File: src/sahist_pkg.sv
`default_nettype none

package sahist_pkg;

    localparam int TEMP_W    = 16;
    localparam int HUM_W     = 15;
    localparam int RAIN_W    = 9;
    localparam int IDX_W     = 8;
    localparam int NIB_W     = 4;
    localparam int WPOS_W    = 7;
    localparam int WEIGHT_W  = 8;
    localparam int CFG_IDX_W = 1;

    // rain code is bits [6:3] of the rain chance
    localparam int RAIN_CODE_LSB = 3;

    // iterative divider, one per average: 24-bit magnitude over a divisor of 1..256
    localparam int DIV_NUM_W = 24;
    localparam int DIV_DEN_W = 9;
    localparam int DIV_CNT_W = 5;

    // fixed-point reciprocal used to split a read index into word and lane
    localparam int RECIP_SHIFT = 16;

    typedef enum logic
    {
        OP_ADD  = 1'b0,
        OP_READ = 1'b1
    } opcode_t;

    typedef enum logic [CFG_IDX_W-1:0]
    {
        REG_TEMP_WEIGHT     = 1'b0,
        REG_HUMIDITY_WEIGHT = 1'b1
    } cfg_reg_t;

    typedef struct packed
    {
        opcode_t                    opcode;
        logic signed [TEMP_W-1:0]   temp_sample;
        logic [HUM_W-1:0]           humidity_sample;
        logic [RAIN_W-1:0]          rain_chance;
        logic                       sample_invalid;
        logic [IDX_W-1:0]           point_index;
    } sahist_in_t;

    typedef struct packed
    {
        logic signed [TEMP_W-1:0]   temp_average;
        logic [HUM_W-1:0]           humidity_average;
        logic [NIB_W-1:0]           point_value;
        logic [WPOS_W-1:0]          write_position;
        logic                       rejected;
    } sahist_out_t;

endpackage

`default_nettype wire

File: src/sahist_chan_if.sv
`default_nettype none

interface sahist_chan_if #(parameter type payload_t = logic) ();

    logic     valid;
    logic     ready;
    payload_t data;

    modport source
    (
        output valid,
        output data,
        input  ready
    );

    modport sink
    (
        input  valid,
        input  data,
        output ready
    );

endinterface

`default_nettype wire

File: src/sensor_average_and_rain_history.sv
`default_nettype none

// Channel    Role    Carries
// sample     sink    one add or read request per transaction
// result     source  averages, history nibble, write slot, reject flag
// cfg_*      write   temp_weight (index 0), humidity_weight (index 1)
//
// An accepted add multiplies, then runs the two bit-serial dividers (one quotient
// bit per numerator bit), takes the quotients and loads the output; sample.ready
// rises again with the output load.
// A read loads its result after the RAM read and lane select; a rejected add goes
// straight to the output load. After reset a clearing pass zeroes the RAM word by
// word; sample.ready stays low until it ends.
// A result held by a stalled sink does not stop the next item from starting.

module sensor_average_and_rain_history #(
    parameter int HISTORY_DEPTH    = 128,
    parameter int NIBBLES_PER_WORD = 8
)
(
    input  logic                                clk,
    input  logic                                rst_n,
    input  logic                                cfg_we,
    input  logic [sahist_pkg::CFG_IDX_W-1:0]    cfg_index,
    input  logic [sahist_pkg::WEIGHT_W-1:0]     cfg_data,
    sahist_chan_if.sink                         sample,
    sahist_chan_if.source                       result
);

    import sahist_pkg::*;

    localparam int WORD_W     = NIBBLES_PER_WORD * NIB_W;
    localparam int WORD_COUNT = (HISTORY_DEPTH + NIBBLES_PER_WORD - 1) / NIBBLES_PER_WORD;
    localparam int AW         = (WORD_COUNT > 1) ? $clog2(WORD_COUNT) : 1;
    localparam int PTR_W      = $clog2(HISTORY_DEPTH);
    localparam int LANE_W     = (NIBBLES_PER_WORD > 1) ? $clog2(NIBBLES_PER_WORD) : 1;
    localparam int RECIP      = (2 ** RECIP_SHIFT + NIBBLES_PER_WORD - 1) / NIBBLES_PER_WORD;
    localparam int RECIP_W    = RECIP_SHIFT + 1;
    localparam int PROD_W     = IDX_W + RECIP_W;
    localparam int TNUM_W     = TEMP_W + WEIGHT_W + 1;

    typedef enum logic [4:0]
    {
        ST_IDLE = 5'b00001,
        ST_MUL  = 5'b00010,
        ST_DIV  = 5'b00100,
        ST_RD   = 5'b01000,
        ST_FIN  = 5'b10000
    } state_t;

    state_t                     state_reg;
    state_t                     state_next;
    logic [WEIGHT_W-1:0]        tw_reg;
    logic [WEIGHT_W-1:0]        tw_next;
    logic [WEIGHT_W-1:0]        hw_reg;
    logic [WEIGHT_W-1:0]        hw_next;
    logic signed [TEMP_W-1:0]   tavg_reg;
    logic signed [TEMP_W-1:0]   tavg_next;
    logic [HUM_W-1:0]           havg_reg;
    logic [HUM_W-1:0]           havg_next;
    logic [PTR_W-1:0]           ptr_reg;
    logic [PTR_W-1:0]           ptr_next;
    logic [AW-1:0]              wr_word_reg;
    logic [AW-1:0]              wr_word_next;
    logic [LANE_W-1:0]          wr_lane_reg;
    logic [LANE_W-1:0]          wr_lane_next;
    sahist_in_t                 in_reg;
    sahist_in_t                 in_next;
    logic [IDX_W-1:0]           rd_word_reg;
    logic [IDX_W-1:0]           rd_word_next;
    logic                       rd_ok_reg;
    logic                       rd_ok_next;
    logic [NIB_W-1:0]           point_reg;
    logic [NIB_W-1:0]           point_next;
    logic                       rej_reg;
    logic                       rej_next;
    logic                       tneg_reg;
    logic                       tneg_next;
    logic                       out_valid_reg;
    logic                       out_valid_next;
    sahist_out_t                out_data_reg;
    sahist_out_t                out_data_next;

    logic                       clr_busy;
    logic                       accept;
    logic [PROD_W-1:0]          idx_prod;
    logic [IDX_W-1:0]           idx_word;
    logic                       idx_ok;
    logic [AW-1:0]              rd_addr;
    logic [WORD_W-1:0]          rd_data;
    logic                       wr_en;
    logic [WORD_W-1:0]          word_merge;
    logic [NIB_W-1:0]           rain_code;
    logic [IDX_W-1:0]           lane_full;
    logic [LANE_W-1:0]          rd_lane;
    logic [NIB_W-1:0]           rd_nib;
    logic signed [TNUM_W-1:0]   tnum;
    logic [DIV_NUM_W-1:0]       tmag;
    logic [DIV_NUM_W-1:0]       hnum;
    logic [DIV_DEN_W-1:0]       tden;
    logic [DIV_DEN_W-1:0]       hden;
    logic                       div_start;
    logic                       t_done;
    logic                       h_done;
    logic [DIV_NUM_W-1:0]       t_quo;
    logic [DIV_NUM_W-1:0]       h_quo;

    assign sample.ready = (state_reg == ST_IDLE) && !clr_busy;
    assign accept       = sample.valid && sample.ready;

    // word = index * ceil(2^16 / N) >> 16, exact for 8-bit indexes
    assign idx_prod = sample.data.point_index * RECIP_W'(RECIP);
    assign idx_word = idx_prod[RECIP_SHIFT +: IDX_W];
    assign idx_ok   = (32'(sample.data.point_index) < HISTORY_DEPTH);

    always_comb
    begin
        if (sample.data.opcode == OP_READ)
        begin
            rd_addr = idx_ok ? AW'(idx_word) : '0;
        end
        else
        begin
            rd_addr = wr_word_reg;
        end
    end

    // replace one lane of the fetched word with the new rain code
    assign rain_code = in_reg.rain_chance[RAIN_CODE_LSB +: NIB_W];

    always_comb
    begin
        for (int l = 0; l < NIBBLES_PER_WORD; l++)
        begin
            word_merge[l*NIB_W +: NIB_W] = (LANE_W'(l) == wr_lane_reg) ?
                                           rain_code : rd_data[l*NIB_W +: NIB_W];
        end
    end

    assign lane_full = in_reg.point_index - IDX_W'(rd_word_reg * NIBBLES_PER_WORD);
    assign rd_lane   = LANE_W'(lane_full);

    always_comb
    begin
        rd_nib = '0;
        for (int l = 0; l < NIBBLES_PER_WORD; l++)
        begin
            if (LANE_W'(l) == rd_lane)
            begin
                rd_nib = rd_data[l*NIB_W +: NIB_W];
            end
        end
    end

    // numerators and divisors, fed straight into the dividers on start
    assign tnum = tavg_reg * $signed({1'b0, tw_reg}) + in_reg.temp_sample;
    assign tmag = tnum[TNUM_W-1] ? DIV_NUM_W'(-tnum) : DIV_NUM_W'(tnum);
    assign hnum = havg_reg * hw_reg + DIV_NUM_W'(in_reg.humidity_sample);
    assign tden = {1'b0, tw_reg} + DIV_DEN_W'(1);
    assign hden = {1'b0, hw_reg} + DIV_DEN_W'(1);

    assign wr_en     = (state_reg == ST_MUL);
    assign div_start = (state_reg == ST_MUL);

    always_comb
    begin
        tw_next = tw_reg;
        hw_next = hw_reg;
        if (cfg_we)
        begin
            unique case (cfg_reg_t'(cfg_index))
                REG_TEMP_WEIGHT:     tw_next = cfg_data;
                REG_HUMIDITY_WEIGHT: hw_next = cfg_data;
            endcase
        end
    end

    always_comb
    begin
        state_next     = state_reg;
        tavg_next      = tavg_reg;
        havg_next      = havg_reg;
        ptr_next       = ptr_reg;
        wr_word_next   = wr_word_reg;
        wr_lane_next   = wr_lane_reg;
        in_next        = in_reg;
        rd_word_next   = rd_word_reg;
        rd_ok_next     = rd_ok_reg;
        point_next     = point_reg;
        rej_next       = rej_reg;
        tneg_next      = tneg_reg;
        out_valid_next = out_valid_reg;
        out_data_next  = out_data_reg;

        // drop the held result once the sink takes it
        if (out_valid_reg && result.ready)
        begin
            out_valid_next = 1'b0;
        end

        unique case (state_reg)
            ST_IDLE:
            begin
                if (accept)
                begin
                    in_next      = sample.data;
                    rd_word_next = idx_word;
                    rd_ok_next   = idx_ok;
                    point_next   = '0;
                    rej_next     = 1'b0;
                    if (sample.data.opcode == OP_READ)
                    begin
                        state_next = ST_RD;
                    end
                    else if (sample.data.sample_invalid)
                    begin
                        rej_next   = 1'b1;
                        state_next = ST_FIN;
                    end
                    else
                    begin
                        state_next = ST_MUL;
                    end
                end
            end
            ST_MUL:
            begin
                tneg_next  = tnum[TNUM_W-1];
                state_next = ST_DIV;
            end
            ST_DIV:
            begin
                if (t_done && h_done)
                begin
                    tavg_next = TEMP_W'(tneg_reg ? (~t_quo + 1'b1) : t_quo);
                    havg_next = HUM_W'(h_quo);
                    if (ptr_reg == PTR_W'(HISTORY_DEPTH - 1))
                    begin
                        ptr_next     = '0;
                        wr_word_next = '0;
                        wr_lane_next = '0;
                    end
                    else
                    begin
                        ptr_next = ptr_reg + 1'b1;
                        if (wr_lane_reg == LANE_W'(NIBBLES_PER_WORD - 1))
                        begin
                            wr_lane_next = '0;
                            wr_word_next = wr_word_reg + 1'b1;
                        end
                        else
                        begin
                            wr_lane_next = wr_lane_reg + 1'b1;
                        end
                    end
                    state_next = ST_FIN;
                end
            end
            ST_RD:
            begin
                point_next = rd_ok_reg ? rd_nib : '0;
                state_next = ST_FIN;
            end
            ST_FIN:
            begin
                // hold until the output register is free
                if (!out_valid_reg || result.ready)
                begin
                    out_valid_next                = 1'b1;
                    out_data_next.temp_average     = tavg_reg;
                    out_data_next.humidity_average = havg_reg;
                    out_data_next.point_value      = point_reg;
                    out_data_next.write_position   = WPOS_W'(ptr_reg);
                    out_data_next.rejected         = rej_reg;
                    state_next                     = ST_IDLE;
                end
            end
            default:
            begin
                state_next = ST_IDLE;
            end
        endcase
    end

    always_ff @(posedge clk or negedge rst_n)
    begin
        if (!rst_n)
        begin
            state_reg     <= ST_IDLE;
            tw_reg        <= '0;
            hw_reg        <= '0;
            tavg_reg      <= '0;
            havg_reg      <= '0;
            ptr_reg       <= '0;
            wr_word_reg   <= '0;
            wr_lane_reg   <= '0;
            out_valid_reg <= 1'b0;
        end
        else
        begin
            state_reg     <= state_next;
            tw_reg        <= tw_next;
            hw_reg        <= hw_next;
            tavg_reg      <= tavg_next;
            havg_reg      <= havg_next;
            ptr_reg       <= ptr_next;
            wr_word_reg   <= wr_word_next;
            wr_lane_reg   <= wr_lane_next;
            out_valid_reg <= out_valid_next;
        end
    end

    always_ff @(posedge clk)
    begin
        in_reg       <= in_next;
        rd_word_reg  <= rd_word_next;
        rd_ok_reg    <= rd_ok_next;
        point_reg    <= point_next;
        rej_reg      <= rej_next;
        tneg_reg     <= tneg_next;
        out_data_reg <= out_data_next;
    end

    assign result.valid = out_valid_reg;
    assign result.data  = out_data_reg;

    sahist_ring #(
        .WORD_COUNT (WORD_COUNT),
        .WORD_W     (WORD_W),
        .AW         (AW)
    ) u_ring (
        .clk     (clk),
        .rst_n   (rst_n),
        .rd_addr (rd_addr),
        .wr_en   (wr_en),
        .wr_addr (wr_word_reg),
        .wr_data (word_merge),
        .rd_data (rd_data),
        .busy    (clr_busy)
    );

    sahist_div u_tdiv (
        .clk   (clk),
        .rst_n (rst_n),
        .start (div_start),
        .num   (tmag),
        .den   (tden),
        .done  (t_done),
        .quo   (t_quo)
    );

    sahist_div u_hdiv (
        .clk   (clk),
        .rst_n (rst_n),
        .start (div_start),
        .num   (hnum),
        .den   (hden),
        .done  (h_done),
        .quo   (h_quo)
    );

endmodule

`default_nettype wire

File: src/sahist_div.sv
`default_nettype none

module sahist_div
(
    input  logic                            clk,
    input  logic                            rst_n,
    input  logic                            start,
    input  logic [sahist_pkg::DIV_NUM_W-1:0] num,
    input  logic [sahist_pkg::DIV_DEN_W-1:0] den,
    output logic                            done,
    output logic [sahist_pkg::DIV_NUM_W-1:0] quo
);

    import sahist_pkg::*;

    logic                   busy_reg;
    logic                   busy_next;
    logic                   done_reg;
    logic                   done_next;
    logic [DIV_CNT_W-1:0]   cnt_reg;
    logic [DIV_CNT_W-1:0]   cnt_next;
    logic [DIV_DEN_W-1:0]   rem_reg;
    logic [DIV_DEN_W-1:0]   rem_next;
    logic [DIV_NUM_W-1:0]   quo_reg;
    logic [DIV_NUM_W-1:0]   quo_next;
    logic [DIV_DEN_W-1:0]   den_reg;
    logic [DIV_DEN_W-1:0]   den_next;
    logic [DIV_DEN_W:0]     rem_sh;
    logic                   fits;

    // one quotient bit per cycle, restoring
    always_comb
    begin
        rem_sh    = {rem_reg, quo_reg[DIV_NUM_W-1]};
        fits      = (rem_sh >= {1'b0, den_reg});
        busy_next = busy_reg;
        done_next = 1'b0;
        cnt_next  = cnt_reg;
        rem_next  = rem_reg;
        quo_next  = quo_reg;
        den_next  = den_reg;
        if (start)
        begin
            busy_next = 1'b1;
            cnt_next  = '0;
            rem_next  = '0;
            quo_next  = num;
            den_next  = den;
        end
        else if (busy_reg)
        begin
            rem_next = fits ? DIV_DEN_W'(rem_sh - {1'b0, den_reg}) : DIV_DEN_W'(rem_sh);
            quo_next = {quo_reg[DIV_NUM_W-2:0], fits};
            cnt_next = cnt_reg + 1'b1;
            if (cnt_reg == DIV_CNT_W'(DIV_NUM_W - 1))
            begin
                busy_next = 1'b0;
                done_next = 1'b1;
            end
        end
    end

    always_ff @(posedge clk or negedge rst_n)
    begin
        if (!rst_n)
        begin
            busy_reg <= 1'b0;
            done_reg <= 1'b0;
            cnt_reg  <= '0;
        end
        else
        begin
            busy_reg <= busy_next;
            done_reg <= done_next;
            cnt_reg  <= cnt_next;
        end
    end

    always_ff @(posedge clk)
    begin
        rem_reg <= rem_next;
        quo_reg <= quo_next;
        den_reg <= den_next;
    end

    assign done = done_reg;
    assign quo  = quo_reg;

endmodule

`default_nettype wire

File: src/sahist_ring.sv
`default_nettype none

module sahist_ring #(
    parameter int WORD_COUNT = 16,
    parameter int WORD_W     = 32,
    parameter int AW         = 4
)
(
    input  logic              clk,
    input  logic              rst_n,
    input  logic [AW-1:0]     rd_addr,
    input  logic              wr_en,
    input  logic [AW-1:0]     wr_addr,
    input  logic [WORD_W-1:0] wr_data,
    output logic [WORD_W-1:0] rd_data,
    output logic              busy
);

    logic [WORD_W-1:0] mem [WORD_COUNT];
    logic [WORD_W-1:0] rd_data_reg;
    logic              clr_busy_reg;
    logic              clr_busy_next;
    logic [AW-1:0]     clr_cnt_reg;
    logic [AW-1:0]     clr_cnt_next;

    // sweep every word to zero after reset
    always_comb
    begin
        clr_busy_next = clr_busy_reg;
        clr_cnt_next  = clr_cnt_reg;
        if (clr_busy_reg)
        begin
            if (clr_cnt_reg == AW'(WORD_COUNT - 1))
            begin
                clr_busy_next = 1'b0;
            end
            else
            begin
                clr_cnt_next = clr_cnt_reg + 1'b1;
            end
        end
    end

    always_ff @(posedge clk or negedge rst_n)
    begin
        if (!rst_n)
        begin
            clr_busy_reg <= 1'b1;
            clr_cnt_reg  <= '0;
        end
        else
        begin
            clr_busy_reg <= clr_busy_next;
            clr_cnt_reg  <= clr_cnt_next;
        end
    end

    always_ff @(posedge clk)
    begin
        if (clr_busy_reg)
        begin
            mem[clr_cnt_reg] <= '0;
        end
        else if (wr_en)
        begin
            mem[wr_addr] <= wr_data;
        end
        rd_data_reg <= mem[rd_addr];
    end

    assign rd_data = rd_data_reg;
    assign busy    = clr_busy_reg;

endmodule

`default_nettype wire

File: src/flat_wrapper.sv
// flat-port wrapper written by rule: the top's interface ports become plain ports
module sensor_average_and_rain_history_flat import sahist_pkg::*;
#(
    parameter int HISTORY_DEPTH    = 128,
    parameter int NIBBLES_PER_WORD = 8
)
  (clk, rst_n, cfg_we, cfg_index, cfg_data, sample_valid, sample_data, sample_ready, result_valid, result_data, result_ready);
  sahist_chan_if #(.payload_t(sahist_in_t)) sample_i ();
  sahist_chan_if #(.payload_t(sahist_out_t)) result_i ();
  input  logic clk;
  input  logic rst_n;
  input  logic cfg_we;
  input  logic [sahist_pkg::CFG_IDX_W-1:0] cfg_index;
  input  logic [sahist_pkg::WEIGHT_W-1:0] cfg_data;
  input wire logic [$bits(sample_i.valid)-1:0] sample_valid;
  input wire logic [$bits(sample_i.data)-1:0] sample_data;
  output wire logic [$bits(sample_i.ready)-1:0] sample_ready;
  output wire logic [$bits(result_i.valid)-1:0] result_valid;
  output wire logic [$bits(result_i.data)-1:0] result_data;
  input wire logic [$bits(result_i.ready)-1:0] result_ready;
  assign sample_i.valid = sample_valid;
  assign sample_i.data = sample_data;
  assign sample_ready = sample_i.ready;
  assign result_valid = result_i.valid;
  assign result_data = result_i.data;
  assign result_i.ready = result_ready;
  sensor_average_and_rain_history #(.HISTORY_DEPTH(HISTORY_DEPTH), .NIBBLES_PER_WORD(NIBBLES_PER_WORD)) u_core (.clk(clk), .rst_n(rst_n), .cfg_we(cfg_we), .cfg_index(cfg_index), .cfg_data(cfg_data), .sample(sample_i), .result(result_i));
endmodule
File: config.mk
export PLATFORM = sky130hd
export DESIGN_NAME = sensor_average_and_rain_history_flat
export DESIGN_NICKNAME = d
export VERILOG_FILES = /design/src/sahist_pkg.sv /design/src/sahist_chan_if.sv /design/src/sensor_average_and_rain_history.sv /design/src/sahist_div.sv /design/src/sahist_ring.sv /design/src/flat_wrapper.sv
export SDC_FILE = /design/constraint.sdc
export NUM_CORES = 2
export LEC_CHECK = 0
export BUFFER_PORTS_ARGS = -buffer_cell sky130_fd_sc_hd__buf_2
export CELL_PAD_IN_SITES_DETAIL_PLACEMENT = 1
export CELL_PAD_IN_SITES_GLOBAL_PLACEMENT = 1
export CORE_MARGIN = 2
export CORE_UTILIZATION = 52
export DETAILED_ROUTE_END_ITERATION = 10
export PLACE_DENSITY_LB_ADDON = 0.1
export REMOVE_ABC_BUFFERS = 1
export SETUP_SLACK_MARGIN = 0.15
export SYNTH_ARGS = -nofsm -noshare
export SYNTH_HDL_FRONTEND = slang
export SYNTH_SLANG_ARGS = --single-unit
File: constraint.sdc
create_clock -name clk -period 7.13 [get_ports clk]
set_input_delay 0.713 -clock clk [delete_from_list [all_inputs] [get_ports clk]]
set_output_delay 0.713 -clock clk [all_outputs]
set_load 0.02 [all_outputs]
==> results_dict.tcl <==
set metrics [dict create \
    status "completed" \
    viasPerCell 5.90 \
    finClkSkew_ns 0.0591 \
    tightestPinTransition_ns 1.27 \
    path_buf_inv 4 \
    num_io_pins 109 \
    floorplan.initialDensity_pct 52.7 \
    wire_length_of_the_first_global_routing_pass_um 179000 \
    path_class "reg -> reg" \
    synth.top_cells.by_count "sky130_fd_sc_hd__edfxtp_1, sky130_fd_sc_hd__nand2_1, sky130_fd_sc_hd__inv_1, sky130_fd_sc_hd__and2_1, sky130_fd_sc_hd__fa_1" \
    syn-mean-instance-area_um2 11.6 \
    cell_type_of_the_slowest_stage_on_the_worst_timing_path "sky130_fd_sc_hd__dfrtp_1" \
    slew_violations 0 \
    timing.slew.headroom_pct 15.1 \
    place_hpwl_um 71300 \
    synth_top_cell_by_area "sky130_fd_sc_hd__edfxtp_1" \
    setup-tns-final_ns 0 \
    clk_root_buffer_cell "sky130_fd_sc_hd__clkbuf_16" \
    clock_tree_from_tritoncts "yes" \
    achievable-frequency_mhz 148 \
    worstPathCellList "nand2_1, fa_1, inv_1, fa_1, fa_1, fa_1, inv_1, fa_1, inv_1, ha_1, and3_1, and2_1, nand3_1, a211oi_1, o41ai_1, o21ai_1, xor2_1, inv_2, o21ai_0, xor2_1, o21ai_0" \
    p_seq_share_pct 47.6 \
    clockBufferDepth 3 \
    fp.dieW_um 290 \
    synth-warning-count 0 \
    fp.dieH_um 290 \
    wl_per_cell_um 23.6 \
    clock_power_share_pct 37.0 \
    antenna_left 0 \
    mappedNetlistArea_um2 42600 \
    clk-insertion-delay-late_ns 0.68 \
    muxShareOfSynthArea_pct 1.62 \
    largest_register_ff_count 512 \
    power_per_cell_area_nw_per_um2 264 \
    cp_slowest_stage_delay_ns 0.75 \
    setup_repair_after_global_routing_missed_its_margin "false" \
    critPathLaunchType "flop" \
    required_time_at_the_endpoint_of_the_critical_path_ns 7.47 \
    comb_power_share_pct 15.4 \
    final_nets 4099 \
    placementRows 104 \
    grt_remaining_overflow 0 \
    area_share_of_fa_ha_maj_cells_after_synthesis_pct 14.2 \
    timing_hold_violations_final 0 \
    critical-path-top-cell-by-count "sky130_fd_sc_hd__fa_1" \
    die-area_um2 84200 \
    synth-compound-area-share_pct 10.3 \
    async_flop_share_pct 10.7 \
    cell_internal_pwr_mw 8.88 \
    ys_ff_latch 802 \
    final-setup-viol-count 0 \
    worst_ep_arrival_time_ns 7.10 \
    timing.hold.worst.class "in -> reg" \
    ctsHtreeMaxLevel 3 \
    library_cell_with_the_highest_instance_count_after_synthesis "sky130_fd_sc_hd__edfxtp_1" \
    routed-via-count 28400 \
    finalHoldWorstSlack_ns 0.221 \
    routabilityCongestion 0.838 \
    crit_path_end_kind "flop" \
    cts.clk_slew.worst_paths_ns 0.06 \
    synth_xor_area_share_pct 2.30 \
    grt_pass1_vias 31000 \
    final_design_instance_area_without_fill_um2 47100 \
    grt_start_max_net_pins 257 \
    post-place-ws_ns 0.424 \
    placeableCoreArea_um2 80800 \
    power.share.switching_pct 28.5 \
    dpl-instance-area_um2 44200 \
    nFillCells 8195 \
    area_delta_synth_final_pct 10.6 \
    dominant_combinational_cell_family_by_area_after_synthesis "adder cells" \
    critical_path.max_fanout 17 \
    synth_enable_flop_cells 666 \
    max_cap_violations 0 \
    synthCells 3660 \
    finish.utilization_pct 58.3 \
    final-seq-area_um2 23200 \
    final.period_utilization_pct 94.8 \
    drt-initial-drc-count 1988 \
    grt_usage_pct 27.2 \
    irDropWorstVdd_mv 0.226 \
    cts_post_setup_buffers_inserted 0 \
    postLayoutSetupSlackWorst_ns 0.368 \
    synth-main-ff-cell "sky130_fd_sc_hd__edfxtp_1" \
    cts_buffer_count 88 \
    crit_family "adder cells" \
    post_synth_main_area_contributors "sky130_fd_sc_hd__edfxtp_1, sky130_fd_sc_hd__fa_1, sky130_fd_sc_hd__nand2_1" \
    timing.final.crit_period_ns 6.76 \
    power.switching_mw 3.54 \
    netlist-cell-type-count 87 \
    detailedRoute.firstPassIterationCount 5 \
    antenna_found_initial 0 \
    drt-total-wl_um 114000 \
    multi_input_gate_area_um2 17500 \
    power.leakage_nw 19.3 \
    synth_simple_gate_area_share_pct 12.3 \
    port_buffers 103 \
    drc 0 \
    clock_net_sink_count 802 \
    ys_seq_area_share_pct 54.4 \
    synth.top_cell.area_share_pct 47.0 \
    fraction_of_layout_cells_with_a_size_suffix_above_1_pct 9.34 \
]
## per-layer routing
layer,global-route usage [%],routed length [um],vias to the layer above,part of all wire [%]
met5,0,0,-,0
met4,8.63,3330,0,2.9
met3,3.51,5230,213,4.6
met2,46.7,56800,721,50
met1,36.2,48200,14700,42
li1,-,-,12800,-
## final timing paths
| kind | from | to | slack [ns] | depth (start not counted) |
|---|---|---|---|---|
| hold reg to reg | u_core.rej_reg | u_core.result.data[0] | 0.42 | 0 |
| setup / recovery | u_core.tw_reg[4] | u_core.u_tdiv.quo[5] | 0.37 | 21 |
| max in group asynchronous | rst_n | u_core.tw_reg[1] | 5.27 | 3 |
| setup reg to reg | u_core.tw_reg[4] | u_core.u_tdiv.quo[5] | 0.37 | 21 |
| min in group asynchronous | rst_n | u_core.havg_reg[10] | 0.44 | 2 |
| hold / removal | sample_data[33] | u_core.in_reg[33] | 0.22 | 1 |
## power groups by stage
stage,Clock (mW),Sequential (mW),Combinational (mW)
2_1_floorplan,0,5.91,1.30
3_3_place_gp,0,5.97,1.80
3_5_place_dp,0,6.00,1.90
4_1_cts,4.66,5.91,1.93
5_1_grt,4.81,5.96,2.13
6_report,4.59,5.92,1.92
## layout make-up
class | instances | share of cell area [%]
multi-input cells | 2309 | 37.2
clock inverters | 40 | 1.00
well taps | 1060 | 2.82
repair buffers | 152 | 1.97
inverters | 328 | 2.61
clock buffers | 126 | 5.23
diodes | 1 | 0.00531
flip-flops and latches | 802 | 49.2
## per-stage QoR
| step | std cells | power, mW |
|---|---|---|
| global route | 4817 | 12.9 |
| CTS | 4817 | 12.5 |
| finish | 4818 | 12.4 |
| detailed placement | 4650 | 7.90 |
| global placement | 4650 | 7.77 |
| floorplan | 3439 | 7.21 |
## worst register-to-register path, stage by stage (launching register included)
cell and delay, ns:
sky130_fd_sc_hd__dfrtp_1 0.75, sky130_fd_sc_hd__nand2_1 0.17, sky130_fd_sc_hd__fa_1 0.54, sky130_fd_sc_hd__inv_1 0.06
sky130_fd_sc_hd__fa_1 0.56, sky130_fd_sc_hd__fa_1 0.46, sky130_fd_sc_hd__fa_1 0.51, sky130_fd_sc_hd__inv_1 0.06
sky130_fd_sc_hd__fa_1 0.50, sky130_fd_sc_hd__inv_1 0.05, sky130_fd_sc_hd__ha_1 0.42, sky130_fd_sc_hd__and3_1 0.23
sky130_fd_sc_hd__and2_1 0.18, sky130_fd_sc_hd__nand3_1 0.13, sky130_fd_sc_hd__a211oi_1 0.51, sky130_fd_sc_hd__o41ai_1 0.20
sky130_fd_sc_hd__o21ai_1 0.19, sky130_fd_sc_hd__xor2_1 0.27, sky130_fd_sc_hd__inv_2 0.22, sky130_fd_sc_hd__o21ai_0 0.19
sky130_fd_sc_hd__xor2_1 0.18, sky130_fd_sc_hd__o21ai_0 0.09
## cell usage in the layout, fill, tap and decap left out, drive strengths merged, types with 78 or more instances in the layout
cell type / count
buf: 151
edfxtp: 666
ha: 137
a211oi: 178
nand2: 601
a31oi: 78
nor2: 121
dfrtp: 84
clkbuf: 126
fa: 217
o21ai: 118
and2: 242
inv: 333
a21oi: 138
## kinds of logic after synthesis
family	count (synthesis)
flip-flops	802
buffers and inverters	549
adder cells (fa/ha/maj)	354
AO/OA/AOI/OAI	656
XOR/XNOR	111
AND/OR/NAND/NOR	1126
multiplexers	62
## what timing repair did
| item | CTS | global route |
|---|---|---|
| setup endpoints to repair | 0 | 23 |
| endpoints found under the hold margin | 7 | 0 |
| resized for setup | 0 | 3 |
| hold buffers | 1 | 0 |
No activity file was read; power rests on OpenSTA's default activity.
